### src/design/rau_pkg.sv
// Package: shared types and codes for the rational arithmetic unit.
package rau_pkg;

    localparam int OPW = 16;

    typedef enum logic [2:0] {
        ACT_ADD = 3'd0,
        ACT_SUB = 3'd1,
        ACT_MUL = 3'd2,
        ACT_DIV = 3'd3,
        ACT_NEG = 3'd4,
        ACT_CMP = 3'd5
    } action_t;

    localparam logic [1:0] ORD_LT = 2'd0;
    localparam logic [1:0] ORD_EQ = 2'd1;
    localparam logic [1:0] ORD_GT = 2'd2;

    localparam logic ST_OK  = 1'b0;
    localparam logic ST_DIV0 = 1'b1;

    typedef struct packed {
        logic [2:0]             action;
        logic signed [OPW-1:0]  a_num;
        logic [OPW-2:0]         a_den;
        logic signed [OPW-1:0]  b_num;
        logic [OPW-2:0]         b_den;
    } rau_in_t;

    typedef struct packed {
        logic signed [31:0] res_num;
        logic [30:0]        res_den;
        logic [1:0]         order;
        logic               status;
    } rau_out_t;

    typedef enum logic [2:0] {
        S_IDLE,
        S_MUL,
        S_GCD,
        S_DIVN,
        S_DIVD,
        S_OUT
    } state_t;

endpackage

### src/design/rau_gcd_div.sv
// Shared shift/subtract unit: binary GCD and restoring division steps.
module rau_gcd_div
    import rau_pkg::*;
(
    input  logic        clk,
    input  logic        rst_n,
    input  logic        start_gcd,
    input  logic        start_div,
    input  logic [63:0] op_x,
    input  logic [63:0] op_y,
    output logic        done,
    output logic [63:0] result
);

    logic [63:0] x_reg, x_next, y_reg, y_next, q_reg, q_next;
    logic [6:0]  k_reg, k_next;
    logic [6:0]  cnt_reg, cnt_next;
    logic        gbusy_reg, gbusy_next, dbusy_reg, dbusy_next, done_reg, done_next;
    logic [64:0] rem_sh;

    // One step per cycle: gcd reduction or one quotient bit
    always_comb
    begin
        x_next = x_reg; y_next = y_reg; q_next = q_reg; k_next = k_reg;
        cnt_next = cnt_reg; gbusy_next = gbusy_reg; dbusy_next = dbusy_reg;
        done_next = 1'b0;
        rem_sh = {x_reg, q_reg[63]};
        if (start_gcd)
        begin
            x_next = op_x; y_next = op_y; k_next = '0; gbusy_next = 1'b1;
        end
        else if (start_div)
        begin
            x_next = '0; q_next = op_x; y_next = op_y; cnt_next = 7'd64;
            dbusy_next = 1'b1;
        end
        else if (gbusy_reg)
        begin
            if (y_reg == 64'd0)
            begin
                q_next = x_reg << k_reg; gbusy_next = 1'b0; done_next = 1'b1;
            end
            else if (x_reg == 64'd0)
            begin
                x_next = y_reg; y_next = '0;
            end
            else if (!x_reg[0] && !y_reg[0])
            begin
                x_next = x_reg >> 1; y_next = y_reg >> 1; k_next = k_reg + 7'd1;
            end
            else if (!x_reg[0])
                x_next = x_reg >> 1;
            else if (!y_reg[0])
                y_next = y_reg >> 1;
            else if (x_reg >= y_reg)
                x_next = (x_reg - y_reg) >> 1;
            else
                y_next = (y_reg - x_reg) >> 1;
        end
        else if (dbusy_reg)
        begin
            if (rem_sh >= {1'b0, y_reg})
            begin
                x_next = 64'(rem_sh - {1'b0, y_reg});
                q_next = {q_reg[62:0], 1'b1};
            end
            else
            begin
                x_next = rem_sh[63:0];
                q_next = {q_reg[62:0], 1'b0};
            end
            cnt_next = cnt_reg - 7'd1;
            if (cnt_reg == 7'd1)
            begin
                dbusy_next = 1'b0; done_next = 1'b1;
            end
        end
    end

    always_ff @(posedge clk or negedge rst_n)
    begin
        if (!rst_n)
        begin
            gbusy_reg <= 1'b0; dbusy_reg <= 1'b0; done_reg <= 1'b0;
            cnt_reg <= '0; k_reg <= '0;
        end
        else
        begin
            gbusy_reg <= gbusy_next; dbusy_reg <= dbusy_next; done_reg <= done_next;
            cnt_reg <= cnt_next; k_reg <= k_next;
        end
    end

    always_ff @(posedge clk)
    begin
        x_reg <= x_next; y_reg <= y_next; q_reg <= q_next;
    end

    assign done   = done_reg;
    assign result = q_reg;

endmodule

### src/design/rational_arithmetic_unit_core.sv
// Top level: rational arithmetic unit with gcd reduction.
//
// Input channel in_valid/in_ready carries one request (rau_in_t): an action
// and two fractions. Output channel out_valid/out_ready returns one result
// (rau_out_t) per request: reduced numerator and positive denominator, the
// compare order and a divide-by-zero status.
// One request at a time: in_ready is high only while the block is idle.
// From request accept to out_valid: only the multiply phase for an error,
// compare, unused action or zero numerator; otherwise the multiply phase,
// a binary gcd of one step per cycle (magnitudes stay below 2^32), then two
// 64-step divisions on the same shift/subtract unit.
// The shared gcd/divide unit sets how long a request takes. A new request
// is taken only after the result is handed off and the block is idle again.
// The result is held in an output register until taken; a stalled
// receiver holds the block in that state with no request taken.
// Reset clears all control state; no request is in flight after reset.
module rational_arithmetic_unit_core
    import rau_pkg::*;
(
    input  logic     clk,
    input  logic     rst_n,
    input  logic     in_valid,
    output logic     in_ready,
    input  rau_in_t  in_data,
    output logic     out_valid,
    input  logic     out_ready,
    output rau_out_t out_data
);

    state_t state_reg, state_next;
    rau_in_t  req_reg;
    rau_out_t res_reg, res_next;
    logic signed [63:0] n_reg, n_next, d_reg, d_next, p1_reg, p2_reg;
    logic signed [OPW-1:0]   an, bn, ad, bd;
    logic signed [2*OPW-1:0] p_anbd, p_bnad, p_adbd, p_anbn, p_adbn;
    logic        neg_reg, neg_next, ph_reg;
    logic [63:0] un_reg, ud_reg, g_reg;
    logic        start_gcd, start_div, u_done;
    logic [63:0] op_x, op_y, u_res;

    rau_gcd_div u_unit (
        .clk(clk), .rst_n(rst_n), .start_gcd(start_gcd), .start_div(start_div),
        .op_x(op_x), .op_y(op_y), .done(u_done), .result(u_res)
    );

    assign an = req_reg.a_num;
    assign bn = req_reg.b_num;
    assign ad = {1'b0, req_reg.a_den};
    assign bd = {1'b0, req_reg.b_den};

    // Cross products of the operand-width fields, each 2*OPW bits wide
    assign p_anbd = an * bd;
    assign p_bnad = bn * ad;
    assign p_adbd = ad * bd;
    assign p_anbn = an * bn;
    assign p_adbn = ad * bn;

    // Next state
    always_comb
    begin
        state_next = state_reg;
        unique case (state_reg)
            S_IDLE: if (in_valid) state_next = S_MUL;
            S_MUL:
                if (ph_reg)
                    state_next = (res_next.status == ST_DIV0 || n_next == 0 ||
                                  req_reg.action > 3'(ACT_NEG)) ? S_OUT : S_GCD;
            S_GCD:  if (u_done) state_next = S_DIVN;
            S_DIVN: if (u_done) state_next = S_DIVD;
            S_DIVD: if (u_done) state_next = S_OUT;
            S_OUT:  if (out_ready) state_next = S_IDLE;
            default: state_next = S_IDLE;
        endcase
    end

    // Datapath control: products over the S_MUL phases, then gcd and divisions
    always_comb
    begin
        n_next = n_reg; d_next = d_reg; neg_next = neg_reg; res_next = res_reg;
        start_gcd = 1'b0; start_div = 1'b0; op_x = un_reg; op_y = ud_reg;
        if (state_reg == S_MUL && ph_reg)
        begin
            res_next = '{res_num: '0, res_den: 31'd1, order: ORD_LT, status: ST_OK};
            unique case (req_reg.action)
                3'(ACT_ADD): begin n_next = p1_reg + p2_reg; d_next = 64'(p_adbd); end
                3'(ACT_SUB): begin n_next = p1_reg - p2_reg; d_next = 64'(p_adbd); end
                3'(ACT_MUL): begin n_next = 64'(p_anbn); d_next = 64'(p_adbd); end
                3'(ACT_DIV): begin n_next = p1_reg; d_next = 64'(p_adbn); end
                3'(ACT_NEG): begin n_next = -(64'(an)); d_next = 64'(ad); end
                default:     begin n_next = '0; d_next = 64'sd1; end
            endcase
            if (req_reg.action == 3'(ACT_CMP))
                res_next.order = (p1_reg < p2_reg) ? ORD_LT :
                                 (p1_reg == p2_reg) ? ORD_EQ : ORD_GT;
            if (req_reg.action == 3'(ACT_DIV) && bn == 0)
                res_next.status = ST_DIV0;
            if (ad == 0 || bd == 0)
            begin
                res_next.status = ST_DIV0; res_next.order = ORD_LT;
            end
            neg_next = n_next[63] ^ d_next[63];
            start_gcd = 1'b1;
            op_x = n_next[63] ? 64'(-n_next) : 64'(n_next);
            op_y = d_next[63] ? 64'(-d_next) : 64'(d_next);
        end
        else if (state_reg == S_GCD && u_done)
        begin
            start_div = 1'b1; op_x = un_reg; op_y = u_res;
        end
        else if (state_reg == S_DIVN && u_done)
        begin
            start_div = 1'b1; op_x = ud_reg; op_y = g_reg;
            res_next.res_num = neg_reg ? 32'(-u_res) : u_res[31:0];
        end
        else if (state_reg == S_DIVD && u_done)
            res_next.res_den = u_res[30:0];
    end

    always_ff @(posedge clk or negedge rst_n)
    begin
        if (!rst_n)
        begin
            state_reg <= S_IDLE; ph_reg <= 1'b0;
        end
        else
        begin
            state_reg <= state_next;
            ph_reg    <= (state_reg == S_MUL) ? ~ph_reg : 1'b0;
        end
    end

    // Payload registers
    always_ff @(posedge clk)
    begin
        if (state_reg == S_IDLE && in_valid)
            req_reg <= in_data;
        if (state_reg == S_MUL && !ph_reg)
        begin
            p1_reg <= 64'(p_anbd);
            p2_reg <= 64'(p_bnad);
        end
        if (state_reg == S_MUL && ph_reg)
        begin
            un_reg <= op_x; ud_reg <= op_y;
        end
        if (state_reg == S_GCD && u_done)
            g_reg <= u_res;
        n_reg <= n_next; d_reg <= d_next; neg_reg <= neg_next; res_reg <= res_next;
    end

    assign in_ready  = (state_reg == S_IDLE);
    assign out_valid = (state_reg == S_OUT);
    assign out_data  = res_reg;

endmodule
### config.mk
export PLATFORM = sky130hd
export DESIGN_NAME = rational_arithmetic_unit_core
export DESIGN_NICKNAME = d
export VERILOG_FILES = /design/src/design/rau_pkg.sv /design/src/design/rau_gcd_div.sv /design/src/design/rational_arithmetic_unit_core.sv
export SDC_FILE = /design/constraint.sdc
export NUM_CORES = 2
export LEC_CHECK = 0
export BUFFER_PORTS_ARGS = -buffer_cell sky130_fd_sc_hd__buf_4
export CAP_MARGIN = 15
export CORE_UTILIZATION = 66
export DETAILED_ROUTE_END_ITERATION = 10
export PLACE_DENSITY = 0.88
export SYNTH_ARGS = -nofsm -noshare
export SYNTH_HDL_FRONTEND = slang
export SYNTH_SLANG_ARGS = --single-unit
### constraint.sdc
create_clock -name clk -period 8.9 [get_ports clk]
set_input_delay 0.89 -clock clk [delete_from_list [all_inputs] [get_ports clk]]
set_output_delay 0.89 -clock clk [all_outputs]
set_load 0.1 [all_outputs]
==> key figures <==
GRT
  – Total Routing Usage GR: 51.74%
  – Gr busiest metal: met2
  – GR met1 Demand/Resource: 60.83%
  – Grt met2 use: 76.56%
  – Vias in the first global route: 79070
  – Initial antenna violation count: 39
  – Pin count of the biggest net entering global routing: 89
  – Met3 Track Usage GR: 15.53%
  – First-pass GRT wire length: 504.9 mm
  – Total gr overflow: 0

Detailed routing
  – DRC viols: 0
  – ANT nets after route: 0
  – DR vias/cell: 6.964
  – Routed WL per cell: 29.75 um
  – Vias: 80040
  – Pre-Repair DR Iteration Count: 11
  – Final WL: 342.0 mm
  – DR iter-0 viols: 12180

Synthesis
  – Yosys cell types: 105
  – Largest area contributor in the netlist: fa_1
  – EDFF count, synth: 516
  – Sequential element share of the synthesized area: 21.64%
  – YS warnings: 0
  – Async S/R FF share, synth: 3.158%
  – Primary FF master, synth: edfxtp_1
  – Synthesized area: 0.08587 mm^2
  – Synth top area cells: fa_1 (20%), edfxtp_1 (18%), ha_1 (9.6%)
  – Post-Syn Area per Cell: 8.761 um^2
  – Top-count cell post-synth: nand2_1
  – Yosys top cell area share: 20.05%
  – Syn Nets: 11390
  – Commonest cells in the netlist: nand2_1 (1313), inv_1 (1182), fa_1 (860)
  – #FFs+latches synth: 665
  – Mapped Cells: 9802

Clock tree
  – Post_cts resized: 0
  – Num CTS Buffers: 80
  – Clk sink count: 665
  – Clock Path Buffers: 3
  – Skew-Pair Late Insertion Delay: 0.75 ns
  – H-tree lvl count: 3
  – CTS tree: done
  – Clock transition at path regs: 0.06 ns
  – Root buffer cell: clkbuf_16

Final layout
  – Area delta synth->final: 6.803%
  – Largest register FFs: 66
  – # fillers: 9656
  – Final Util: 71.46%
  – Share of cells above drive strength 1: 6.992%
  – Nets: 11260

Run status
  – Status: finished clean

STA
  – Total Negative Setup Slacks: 0 ns
  – Final worst-path cycle share: 97.95%
  – Final hold vios: 0
  – Fmax achieved: 114.7 MHz
  – Relative slew slack: 3.410%
  – Tmin final: 8.717 ns
  – Slew Viols, Final: 0
  – Final setup fails: 0
  – Clock skew: 0.08618 ns
  – Slew @ Worst Pin: 1.434 ns
  – Unrepaired setup endpoints after global routing: false

Setup path
  – Data arrival, critical path: 9.13 ns
  – Largest fanout on the critical path: 20
  – CP Capture Type: register
  – CP required: 9.32 ns
  – CP startpoint kind: register
  – Worst Path Class, Setup: reg2reg
  – Reg2Reg Setup Slack: 0.18 ns

Floorplanning
  – Initial Util: 66.91%
  – Core area: 0.1283 mm^2
  – Die footprint: 0.1316 mm^2
  – Ports: 137
  – Row count: 131
  – Die span in y: 362.7 um
  – Die W: 362.7 um

Place
  – GP Congestion: 1.138
  – Final HPWL DP: 263.8 mm
  – Port buffer count: 136

Run
  – Max-cap violations: 0

Hold path
  – Tightest Hold Check Type: in2async
[worst paths after layout]
| kind | from | to | cells after the start |
|---|---|---|---|
| max in group asynchronous | rst_n | u_unit.k_reg[0] | 1 |
| worst max register to register | bn[8] | u_unit.result[24] | 24 |
| worst min register to register | n_reg[16] | n_reg[16] | 2 |
| worst max-delay path | bn[8] | u_unit.result[24] | 24 |
| min in group clk | in_data[30] | bn[15] | 1 |
| worst min-delay path | rst_n | u_unit.cnt_reg[5] | 1 |
[worst max-delay path, cell delays in order (launching register included)]
cell	delay (ns)
edfxtp_1	0.93
nand2_1	0.20
fa_1	0.61
fa_1	0.47
fa_1	0.58
fa_1	0.43
fa_1	0.46
fa_1	0.53
inv_1	0.06
ha_1	0.34
and3_1	0.22
o2111a_1	0.17
a22oi_1	0.33
a21oi_1	0.20
a211oi_2	0.25
buf_4	0.18
xor2_1	0.42
o221ai_1	0.48
a2111oi_4	0.56
nand2_1	0.21
o21ai_1	0.22
xor2_1	0.10
buf_4	0.19
a21oi_1	0.21
a21oi_1	0.10
[final cells by class]
cell class,count,area [um^2],area share [%]
multi-input cells,7353,60760,66.25
flip-flops and latches,665,18590,20.27
inverters,1189,4473,4.877
repair buffers,384,2937,3.202
clock buffers,110,2316,2.525
well taps,1729,2163,2.359
clock inverters,39,415.4,0.4529
diodes,24,60.06,0.06548
[cells by family (layout without fill, tap and decap cells)]
group                      count (synthesis)  after routing  synth area share (%)
AOI/OAI and AO/OA                       2256           2256                 17.31
DFF                                      665            665                 21.64
xor gates and xnor gates                 426            426                 4.361
and+or+nand+nor                         2959           2959                 16.19
buffers and inverters                   1784           1722                 7.849
muxes                                    193            193                 3.004
adders and majority gates               1519           1519                 29.65
other                                      0             24                     0
[layout by cell type, fill, tap and decap left out, drive strengths merged, types with 97 or more instances in the layout]
master and count:
xor2 160, a31oi 97, clkbuf 112, buf 382, and2 412, nand2 1313, nand3 112, nor2 497
xnor2 265, inv 1197, mux2i 134, dfxtp 128, nor3 125, fa 860, ha 659, o21ai 462
a21o 220, a21oi 555, edfxtp 516, a211oi 134
[metrics by stage]
step / instance area, um^2 / hold slack (ns) / setup WS (ns) / cells
after floorplan: 85870 / 0.4156 / 0.8431 / 9802
after global placement: 88800 / 0.4279 / 0.4587 / 11310
after detailed placement: 88810 / 0.4337 / 0.3523 / 11310
after CTS: 91540 / 0.06087 / 0.3262 / 11460
after global routing: 91670 / 0.09059 / 0.05860 / 11480
final: 91710 / 0.07607 / 0.1828 / 11490
[routing by layer]
metal	vias to the layer above	share of wire, %
met5	-	0.051
met2	6538	42
met4	30	12
li1	33280	-
met1	38300	33
met3	1890	13
[what timing repair did]
action | 4_1_cts | 5_1_grt
setup endpoints to repair | 0 | 8
hold buffers | 0 | 0
setup buffers | 0 | 2
Power is not shown: default switching activity piles up to over one toggle a cycle in this logic, so the estimate is an artifact.
